===== src/rtl/ecg_rpeak_heart_rate_macros.svh =====
// Assertion macros for the R-peak detector.
// Used by the top level only; expects clk and rst in scope.
`ifndef ECG_RPEAK_HEART_RATE_MACROS_SVH
`define ECG_RPEAK_HEART_RATE_MACROS_SVH

// same-cycle implication
`define ECG_ASSERT_IMP(label, ante, cons, msg) \
  label: assert property (@(posedge clk) disable iff (rst) (ante) |-> (cons)) else $error(msg);

// next-cycle implication
`define ECG_ASSERT_NXT(label, ante, cons, msg) \
  label: assert property (@(posedge clk) disable iff (rst) (ante) |=> (cons)) else $error(msg);

`endif


===== src/rtl/ecgrp_pkg.sv =====
// Shared types and constants for the R-peak detector.
// No dependencies.
package ecgrp_pkg;

  // dividend is sample_rate * 60, at most 8191 * 60 < 2**19
  localparam int DIV_W = 19;
  localparam int RATE_W = 16;
  localparam int CNT_W = $clog2(DIV_W);

  localparam logic signed [31:0] START_THRESHOLD_RESET = 32'sd350;
  localparam logic [12:0] SAMPLE_RATE_RESET = 13'd250;

  localparam logic [1:0] REG_START_THRESHOLD = 2'd0;
  localparam logic [1:0] REG_SAMPLE_RATE = 2'd1;

  typedef struct packed {
    logic start;
    logic [DIV_W-1:0] dividend;
    logic [DIV_W-1:0] divisor;
  } div_req_t;

  typedef struct packed {
    logic done;
    logic [RATE_W-1:0] quotient;
  } div_rsp_t;

endpackage


===== src/rtl/ecgrp_div.sv =====
// Bit-serial restoring divider, one quotient bit per cycle, saturating result.
// Depends on ecgrp_pkg.
module ecgrp_div (
  input  logic                clk,
  input  logic                rst,
  input  ecgrp_pkg::div_req_t req,
  output ecgrp_pkg::div_rsp_t rsp
);
  import ecgrp_pkg::*;

  logic             busy;
  logic [CNT_W-1:0] cnt;
  logic [DIV_W-1:0] divisor;
  logic [DIV_W-1:0] dvd;
  logic [DIV_W-1:0] quot;
  logic [DIV_W-1:0] rem;
  logic [DIV_W:0]   shifted;
  logic [DIV_W+1:0] diff;
  logic             qbit;
  logic             done;

  assign shifted = {rem, dvd[DIV_W-1]};
  assign diff = {1'b0, shifted} - {2'b00, divisor};
  assign qbit = !diff[DIV_W+1];

  always_ff @(posedge clk) begin
    if (rst) begin
      busy <= 1'b0;
      done <= 1'b0;
      cnt <= '0;
    end else begin
      done <= 1'b0;
      if (req.start) begin
        busy <= 1'b1;
        cnt <= '0;
        divisor <= req.divisor;
        dvd <= req.dividend;
        rem <= '0;
        quot <= '0;
      end else if (busy) begin
        // shift one dividend bit in, keep the trial remainder when it fits
        rem <= qbit ? diff[DIV_W-1:0] : shifted[DIV_W-1:0];
        quot <= {quot[DIV_W-2:0], qbit};
        dvd <= {dvd[DIV_W-2:0], 1'b0};
        cnt <= cnt + 1'b1;
        if (cnt == CNT_W'(DIV_W - 1)) begin
          busy <= 1'b0;
          done <= 1'b1;
        end
      end
    end
  end

  assign rsp.done = done;
  assign rsp.quotient = (quot[DIV_W-1:RATE_W] != '0) ? {RATE_W{1'b1}} : quot[RATE_W-1:0];

endmodule


===== src/rtl/ecg_rpeak_heart_rate.sv =====
// R-peak detector with heart-rate output. One sample is taken per beat while the block is idle;
// a sample that does not end a peak goes through S_EVAL and S_FINISH, one that ends a peak also
// through S_MUL_A, S_MUL_B and, if in range, the bit-serial divider for 60*sample_rate/distance.
// A finished result waits in the output register while the next sample is already accepted.
// Writing start_threshold also reloads the running threshold.
module ecg_rpeak_heart_rate #(
  parameter int WRAP_LENGTH = 1024
) (
  input  logic        clk,
  input  logic        rst,
  input  logic        cfg_we,
  input  logic [1:0]  cfg_index,
  input  logic [31:0] cfg_data,
  input  logic        in_valid,
  output logic        in_stall,
  input  logic signed [31:0] sample,
  output logic        out_valid,
  input  logic        out_stall,
  output logic [ecgrp_pkg::RATE_W-1:0] heart_rate,
  output logic        beat
);
  import ecgrp_pkg::*;

  localparam int POS_W = $clog2(WRAP_LENGTH);
  localparam logic signed [31:0] S32_MAX = 32'sh7fffffff;
  localparam logic signed [31:0] S32_MIN = 32'sh80000000;

  typedef enum logic [2:0] {S_IDLE, S_EVAL, S_MUL_A, S_MUL_B, S_DIV, S_FINISH} state_t;

  state_t state;

  logic signed [31:0] start_threshold;
  logic [12:0]        sample_rate;
  logic signed [31:0] level;
  logic signed [31:0] peak_value;
  logic [POS_W-1:0]   peak_position;
  logic signed [31:0] last_peak_position;
  logic [POS_W-1:0]   position;
  logic signed [31:0] previous_sample;
  logic [RATE_W-1:0]  rate_store;
  logic signed [31:0] cur;
  logic               beat_pend;
  logic signed [37:0] acc;
  logic signed [34:0] pk7;
  logic signed [33:0] span;

  logic signed [37:0] lvl_ext;
  logic signed [34:0] pk_ext;
  logic signed [38:0] sum;
  logic signed [32:0] level_new;
  logic signed [33:0] span_next;
  logic               span_pos;
  logic               span_small;
  logic [POS_W:0]     pos_inc;
  logic signed [32:0] lpp_wrap;
  logic [DIV_W-1:0]   dividend;
  logic               out_free;
  div_req_t           div_req;
  div_rsp_t           div_rsp;

  assign lvl_ext = {{6{level[31]}}, level};
  assign pk_ext = {{3{peak_value[31]}}, peak_value};
  assign sum = {acc[37], acc} + {{4{pk7[34]}}, pk7};
  assign level_new = sum[38:6];
  assign span_next = $signed({{(34 - POS_W){1'b0}}, peak_position})
                   - $signed({{2{last_peak_position[31]}}, last_peak_position});
  assign span_pos = !span[33] && (span != '0);
  assign span_small = (span[33:DIV_W] == '0);
  assign pos_inc = {1'b0, position} + 1'b1;
  assign lpp_wrap = $signed({last_peak_position[31], last_peak_position})
                  - $signed(33'(WRAP_LENGTH));
  assign dividend = ({6'b0, sample_rate} << 6) - ({6'b0, sample_rate} << 2);
  assign out_free = !out_valid || !out_stall;

  assign in_stall = (state != S_IDLE);

  assign div_req.start = (state == S_MUL_B) && span_pos && span_small;
  assign div_req.dividend = dividend;
  assign div_req.divisor = span[DIV_W-1:0];

  ecgrp_div u_div (
    .clk (clk),
    .rst (rst),
    .req (div_req),
    .rsp (div_rsp)
  );

  always_ff @(posedge clk) begin
    if (rst) begin
      state <= S_IDLE;
      start_threshold <= START_THRESHOLD_RESET;
      sample_rate <= SAMPLE_RATE_RESET;
      level <= START_THRESHOLD_RESET;
      peak_value <= '0;
      peak_position <= '0;
      last_peak_position <= -32'sd1;
      position <= '0;
      previous_sample <= '0;
      rate_store <= '0;
      beat_pend <= 1'b0;
      out_valid <= 1'b0;
      heart_rate <= '0;
      beat <= 1'b0;
    end else begin
      // a finishing beat reloads the output register itself
      if (out_valid && !out_stall && (state != S_FINISH)) begin
        out_valid <= 1'b0;
      end
      unique case (state)
        S_IDLE: begin
          if (in_valid) begin
            cur <= sample;
            beat_pend <= 1'b0;
            state <= S_EVAL;
          end
        end
        S_EVAL: begin
          priority if (cur >= level) begin
            if (cur >= peak_value) begin
              peak_value <= cur;
              peak_position <= position;
            end
            state <= S_FINISH;
          end else if (previous_sample >= level) begin
            span <= span_next;
            state <= S_MUL_A;
          end else begin
            if (level != S32_MIN) begin
              level <= level - 32'sd1;
            end
            peak_value <= '0;
            state <= S_FINISH;
          end
        end
        S_MUL_A: begin
          acc <= (lvl_ext <<< 5) + (lvl_ext <<< 4) + lvl_ext;
          pk7 <= (pk_ext <<< 3) - pk_ext;
          last_peak_position <= $signed({{(32 - POS_W){1'b0}}, peak_position});
          peak_value <= '0;
          state <= S_MUL_B;
        end
        S_MUL_B: begin
          if (level_new[32] != level_new[31]) begin
            level <= level_new[32] ? S32_MIN : S32_MAX;
          end else begin
            level <= level_new[31:0];
          end
          priority if (span_pos && span_small) begin
            state <= S_DIV;
          end else if (span_pos) begin
            // distance beyond the dividend range: quotient is zero
            rate_store <= '0;
            beat_pend <= 1'b1;
            state <= S_FINISH;
          end else begin
            state <= S_FINISH;
          end
        end
        S_DIV: begin
          if (div_rsp.done) begin
            rate_store <= div_rsp.quotient;
            beat_pend <= 1'b1;
            state <= S_FINISH;
          end
        end
        S_FINISH: begin
          if (out_free) begin
            if (pos_inc >= (POS_W + 1)'(WRAP_LENGTH)) begin
              position <= '0;
              // rebase the previous peak, saturating at the bottom of the range
              if (lpp_wrap[32] != lpp_wrap[31]) begin
                last_peak_position <= S32_MIN;
              end else begin
                last_peak_position <= lpp_wrap[31:0];
              end
            end else begin
              position <= pos_inc[POS_W-1:0];
            end
            previous_sample <= cur;
            heart_rate <= rate_store;
            beat <= beat_pend;
            out_valid <= 1'b1;
            state <= S_IDLE;
          end
        end
        default: state <= S_IDLE;
      endcase
      if (cfg_we) begin
        if (cfg_index == REG_START_THRESHOLD) begin
          start_threshold <= cfg_data;
          level <= cfg_data;
        end else if (cfg_index == REG_SAMPLE_RATE) begin
          sample_rate <= cfg_data[12:0];
        end
      end
    end
  end

`include "ecg_rpeak_heart_rate_macros.svh"

  `ECG_ASSERT_IMP(a_div_done_waited, div_rsp.done, state == S_DIV, "divider finished unasked")
  `ECG_ASSERT_NXT(a_accept_eval, in_valid && !in_stall, state == S_EVAL, "accepted beat not evaluated")
  `ECG_ASSERT_IMP(a_result_from_finish, $rose(out_valid), $past(state) == S_FINISH, "result without finish")
  `ECG_ASSERT_NXT(a_level_tracks_cfg, cfg_we && cfg_index == REG_START_THRESHOLD, level == start_threshold, "threshold not reloaded")

endmodule


===== config.mk =====
export PLATFORM = sky130hd
export DESIGN_NAME = ecg_rpeak_heart_rate
export DESIGN_NICKNAME = d
export VERILOG_FILES = /design/src/rtl/ecgrp_pkg.sv /design/src/rtl/ecgrp_div.sv /design/src/rtl/ecg_rpeak_heart_rate.sv
export VERILOG_INCLUDE_DIRS = /design/src /design/src/rtl
export SDC_FILE = /design/constraint.sdc
export NUM_CORES = 1
export LEC_CHECK = 0
export BUFFER_PORTS_ARGS = -buffer_cell sky130_fd_sc_hd__buf_2
export CELL_PAD_IN_SITES_DETAIL_PLACEMENT = 0
export CELL_PAD_IN_SITES_GLOBAL_PLACEMENT = 1
export CORE_UTILIZATION = 54
export DETAILED_ROUTE_END_ITERATION = 10
export GPL_TIMING_DRIVEN = 0
export PLACE_DENSITY_LB_ADDON = 0.2
export SLEW_MARGIN = 30
export SYNTH_ARGS = -nofsm -noshare
export SYNTH_HDL_FRONTEND = slang
export SYNTH_SLANG_ARGS = --single-unit

===== constraint.sdc =====
create_clock -name clk -period 11 [get_ports clk]
set_input_delay 1.65 -clock clk [delete_from_list [all_inputs] [get_ports clk]]
set_output_delay 1.65 -clock clk [all_outputs]
set_load 0.01 [all_outputs]

## After elaboration in Yosys (flattened, before gate mapping)

Cells that the tools add are included.

| storage, ports and cells | value |
|---|---|
| bits in registers | 421 |
| input port bits | 71 |
| output and inout bits | 19 |
| word-level logic and storage cells | 145 |

| cells by class | value |
|---|---|
| add/subtract/negate cells | 11 |
| order comparisons | 4 |
| eq/ne operators | 19 |
| multiplexer cells | 46 |
| bitwise gates (word level) | 4 |
| reductions and logical operators | 37 |

Operator list:

| operator | count |
|---|---|
| two-way mux 32 bit | 13 |
| case mux 32 bit (2 select lines) | 3 |
| greater-or-equal comparator 32 bit | 3 |
| two-way mux 19 bit | 5 |
| two-way mux 16 bit | 4 |
| adder 38 x 35 -> 39 bit | 1 |
| adder 37 x 36 -> 38 bit | 1 |
| adder 38 x 32 -> 38 bit | 1 |
| subtractor 35 x 32 -> 35 bit | 1 |
| nonzero test 34 bit | 1 |
| subtractor 11 x 32 -> 33 bit | 1 |
| subtractor 32 x 12 -> 33 bit (second input constant) | 1 |
| != test 32 bit (second input constant) | 1 |
| case mux 16 bit (2 select lines) | 1 |
| subtractor 32 x 2 -> 32 bit (second input constant) | 1 |
| subtractor 20 x 19 -> 21 bit | 1 |
| subtractor 19 x 15 -> 19 bit | 1 |
| case mux 3 bit (6 select lines) | 1 |
| AND reduction 3 bit | 6 |
| zero test 15 bit | 1 |
| two-way mux 3 bit | 5 |
| two-way mux 1 bit | 12 |
| adder 10 x 1 -> 11 bit (second input constant) | 1 |
| greater-or-equal comparator 11 bit (second input constant) | 1 |
| other kinds (25) | 54 |

## Longest topological paths before layout

| logic depth | value |
|---|---|
| depth after elaboration | 7 |
| gate-level depth with buffers | 16 |
| gate-level depth less buffers | 15 |

## Cells and area by module

From an unflattened synthesis, not the netlist that was laid out.

| second synthesis, totals | value |
|---|---|
| cell total of the unflattened synthesis | 2,944 |
| area, all modules | 27,562.7 µm² |

By module, submodules not included:

| module | instances | cells each | area each (µm²) | sequential area each (µm²) |
|---|---|---|---|---|
| ecg_rpeak_heart_rate | 1 | 2,581 | 23,176.0 | 8,127.8 |
| ecgrp_div | 1 | 363 | 4,386.7 | 2,422.3 |

## Worst setup path after synthesis

No wires, ideal clock.

| path | value |
|---|---|
| path type | in2reg |
| from | input rst |
| to | register acc[0] (enable) |
| setup time | 505 ps |
| data arrival time | 5,273 ps |
| required time | 10,495 ps |
| setup slack | 5,222 ps |
| stages on the path | 4 |
| path buffers | 3 |
| cell sequence | buf_4 clkbuf_1 buf_1 nor2_1 |

| between the ends | value |
|---|---|
| longest elaborated chain between the ends | 2 |

RTL lines:

| item | line | source |
|---|---|---|
| start, declared | ecg_rpeak_heart_rate.sv:10 | `input logic rst,` |
| inverter 1 bit (no line) | -- |  |
| AND reduction 2 bit (no line) | -- |  |
| end signal, assigned | ecg_rpeak_heart_rate.sv:136 | `acc <= (lvl_ext <<< 5) + (lvl_ext <<< 4) + lvl_ext;` |
| end, declared | ecg_rpeak_heart_rate.sv:43 | `logic signed [37:0] acc;` |

Every way passes these cells.
A chain may end at the register's enable or synchronous reset.

## Final worst setup path

| path | value |
|---|---|
| from | register level[7] |
| to | register acc[34] (data pin) |

| between the ends | value |
|---|---|
| longest elaborated chain between the ends | 2 |

RTL lines:

| item | line | source |
|---|---|---|
| start, declared | ecg_rpeak_heart_rate.sv:34 | `logic signed [31:0] level;` |
| start signal, assigned | ecg_rpeak_heart_rate.sv:129 | `level <= level - 32'sd1;` |
| start signal, assigned | ecg_rpeak_heart_rate.sv:144 | `level <= level_new[32] ? S32_MIN : S32_MAX;` |
| start signal, assigned | ecg_rpeak_heart_rate.sv:146 | `level <= level_new[31:0];` |
| adder 37 x 36 -> 38 bit | ecg_rpeak_heart_rate.sv:136 |  |
| adder 38 x 32 -> 38 bit * | ecg_rpeak_heart_rate.sv:136 |  |

Mark *: on every way between the ends. The rest lies on a longest branch, timed or not.

==> summary.txt <==
Placed cell areas = 0.0275 mm²
Layout filler cell count = 4067
GRT Total Usage = 29.8%
Fin. Hold Viols = 0
Register area share after synthesis = 40.2%
Req. time, crit path = 11320 ps
Grt ovf = 0
Die height = 222 µm
Clock slew at reported path FFs = 60 ps
DR vias = 21.2k
Max-cap violation count = 0
Area grow syn2layout = 12.0%
Slew headroom = 37.5%
Initial DRC Count = 1519
EDFF count, synth = 212
Async SR Flop Fraction = 0%
Drt first pass iters = 7
Root buf cell = clkbuf_16
Final Max Slew Viols = 0
Worst vdd ir = 148 µV
Largest net degree at the start of global routing = 27
Setup TNS = 0 ps
Final period utilization = 43.1%
P per Cell Area = 173 mW/mm²
Final nets = 3276
Unrepaired setup endpoints after global routing = false
Setup ws final = 6260 ps
# rows = 80
Initial antenna violation count = 2
Cells after Synth = 2741
Status = finished, final reports clean
Final setup vio count = 0
Multi-input gate area = 0.0146 mm²
Register area = 0.0105 mm²
Num CTS Buffers = 47
Clock Skew = 21.9 ps
H-tree depth = 2
Vias in the first global route = 20.9k
Starting Density = 54.7%
Leak = 0.0118 µW
Via density = 5.97
Count of cell types in the netlist = 80
Routed Antenna Nets = 0
Dpl ws = 6070 ps
Ys Warns = 0
Port bufs = 89
Post-synth top flop = edfxtp_1
Post-route cell area = 0.0292 mm²
Worst Max-Slew Pin Slew = 938 ps
Largest area contributor in the netlist = edfxtp_1
Post-CTS sizing = 0
Max Freq = 0.211 GHz
CP Class = reg -> reg
Layout cells sized above 1 = 8.23%
Die area = 0.0492 mm²
# IOs = 90
CORE AREA = 0.0476 mm²
Clock sink count = 418
Drt total wl = 74100 µm
Hold Crit Class = reg -> reg
Mean Syn Cell Area = 9.51 µm²
Clk_lat worst skew = 590 ps
Final critical-path required period = 4740 ps
Avg WL per Cell = 20.9 µm
Kind of start point of the critical path = flip-flop
DPL Wire Length = 58600 µm
Synthesized cell area = 0.0261 mm²
Setup crit end kind = flip-flop
CP arrival = 5060 ps
CTS Buffer Depth = 3
Worst Path Max Fanout = 7
Post-CTS Hold Buffers = 0
First-pass GRT wire length = 114000 µm
CTS tree = built
Mapped Nets = 3128
Post-CTS setup buffer count = 0
Synth Register Bits = 418
Post-synth top area share = 24.4%
DRC = 0
Routability-driven placement congestion ratio = 0.945
Top area cells in the synthesized netlist = edfxtp_1 (24%), dfxtp_1 (16%), ha_1 (14%), a21oi_1 (4.3%), nand2_1 (3.8%)
Die width = 222 µm
[critical path, stage by stage, from the launching register on]
cell and delay (ps):
dfxtp_1 570, fa_1 500, ha_1 380, and4_1 250, a21boi_0 340, o211ai_1 230
o41ai_1 740, a211oi_1 290, o21ai_0 450, a21o_1 210, a41oi_1 150, a21oi_1 240
xor2_1 100
[sequential cells by signal (all words and copies together) (netlist names), 13 cells and up]
signal,flops
acc,38
pk7,35
span,33
cur,32
last_peak_position,32
level,32
peak_value,32
previous_sample,32
u_div.divisor,19
u_div.quot,19
u_div.rem,19
u_div.dvd,17
heart_rate,16
rate_store,16
sample_rate,13
[power by group]
part	internal (µW)	switching [µW]
combinational	605	893
sequential	1780	91.4
clock	1030	665
total	3410	1650
[metal layers]
metal / vias up / GRT usage (%) / part of all wire [%]
met5: - / 0 / 0.018
met4: 2 / 13.1 / 4.1
met3: 151 / 3.72 / 4.8
met2: 528 / 53.1 / 50
met1: 10200 / 36.1 / 42
li1: 10300 / - / -
[stage by stage]
step | hold WS (ps) | util (%) | total power [µW] | instances
floorplan | 427 | - | 2960 | 2741
global placement | 433 | 57.3 | 3340 | 3445
detailed placement | 435 | 57.8 | 3380 | 3455
CTS | 445 | 61.3 | 5070 | 3543
global route | 454 | 61.3 | 5300 | 3543
finish | 444 | 61.3 | 5060 | 3544
[kinds of logic after synthesis]
| kind of cell | share of synthesized area [%] |
|---|---|
| and+or+nand+nor | 15.2 |
| AOI/OAI and AO/OA | 18.0 |
| DFF | 40.2 |
| adders and majority gates | 16.1 |
| buffers and inverters | 3.79 |
| xor gates and xnor gates | 5.44 |
| muxes | 1.21 |
[placed cells by master (no fill, tap or decap), drive strengths merged, types with 10 or more instances in the layout]
cell    instances
nand2b         30
nor2b          46
nand4          43
buf           108
a221oi         19
xor2           67
a21oi         227
and3           17
o21ai         149
nor2          187
nand3          79
a31oi          13
inv           161
or2            14
edfxtp        212
clkbuf        160
mux2i          26
o21bai         13
fa             33
o31ai          46
dfxtp         206
or3            20
a21o           90
xnor2          95
a221o          10
nor4           19
a211oi         51
ha            283
a21boi         13
nand2         267
a211o          18
nor3           65
o21a           14
[area by class of cell]
type,count,area share [%]
Multi-Input combinational cell,2064,50.1
Sequential cell,418,35.9
Clock buffer,68,4.79
Tap cell,615,2.63
Timing Repair Buffer,99,2.19
Inverter,158,2.03
Buffer,101,1.37
Clock inverter,20,0.934
Antenna cell,1,0.00857
[cells in the mapped netlist (all sizes together) (67+ instances only)]
cell	count
clkbuf	92
a21o	90
dfxtp	206
nand3	79
edfxtp	212
xnor2	95
xor2	67
o21ai	149
nor2	187
a21oi	227
inv	158
ha	283
nand2	267
[final timing paths]
path | start | to | slack [ps] | depth (start not counted)
hold reg to reg | span[14]$_DFFE_PP_ | u_div.divisor[14]$_DFFE_PP_ | 440 | 0
hold / removal | span[14]$_DFFE_PP_ | u_div.divisor[14]$_DFFE_PP_ | 440 | 0
setup reg to reg | level[7]$_SDFF_PP0_ | acc[34]$_DFFE_PP_ | 6260 | 12
setup / recovery | level[7]$_SDFF_PP0_ | acc[34]$_DFFE_PP_ | 6260 | 12
(Power assumes the default switching activity.)
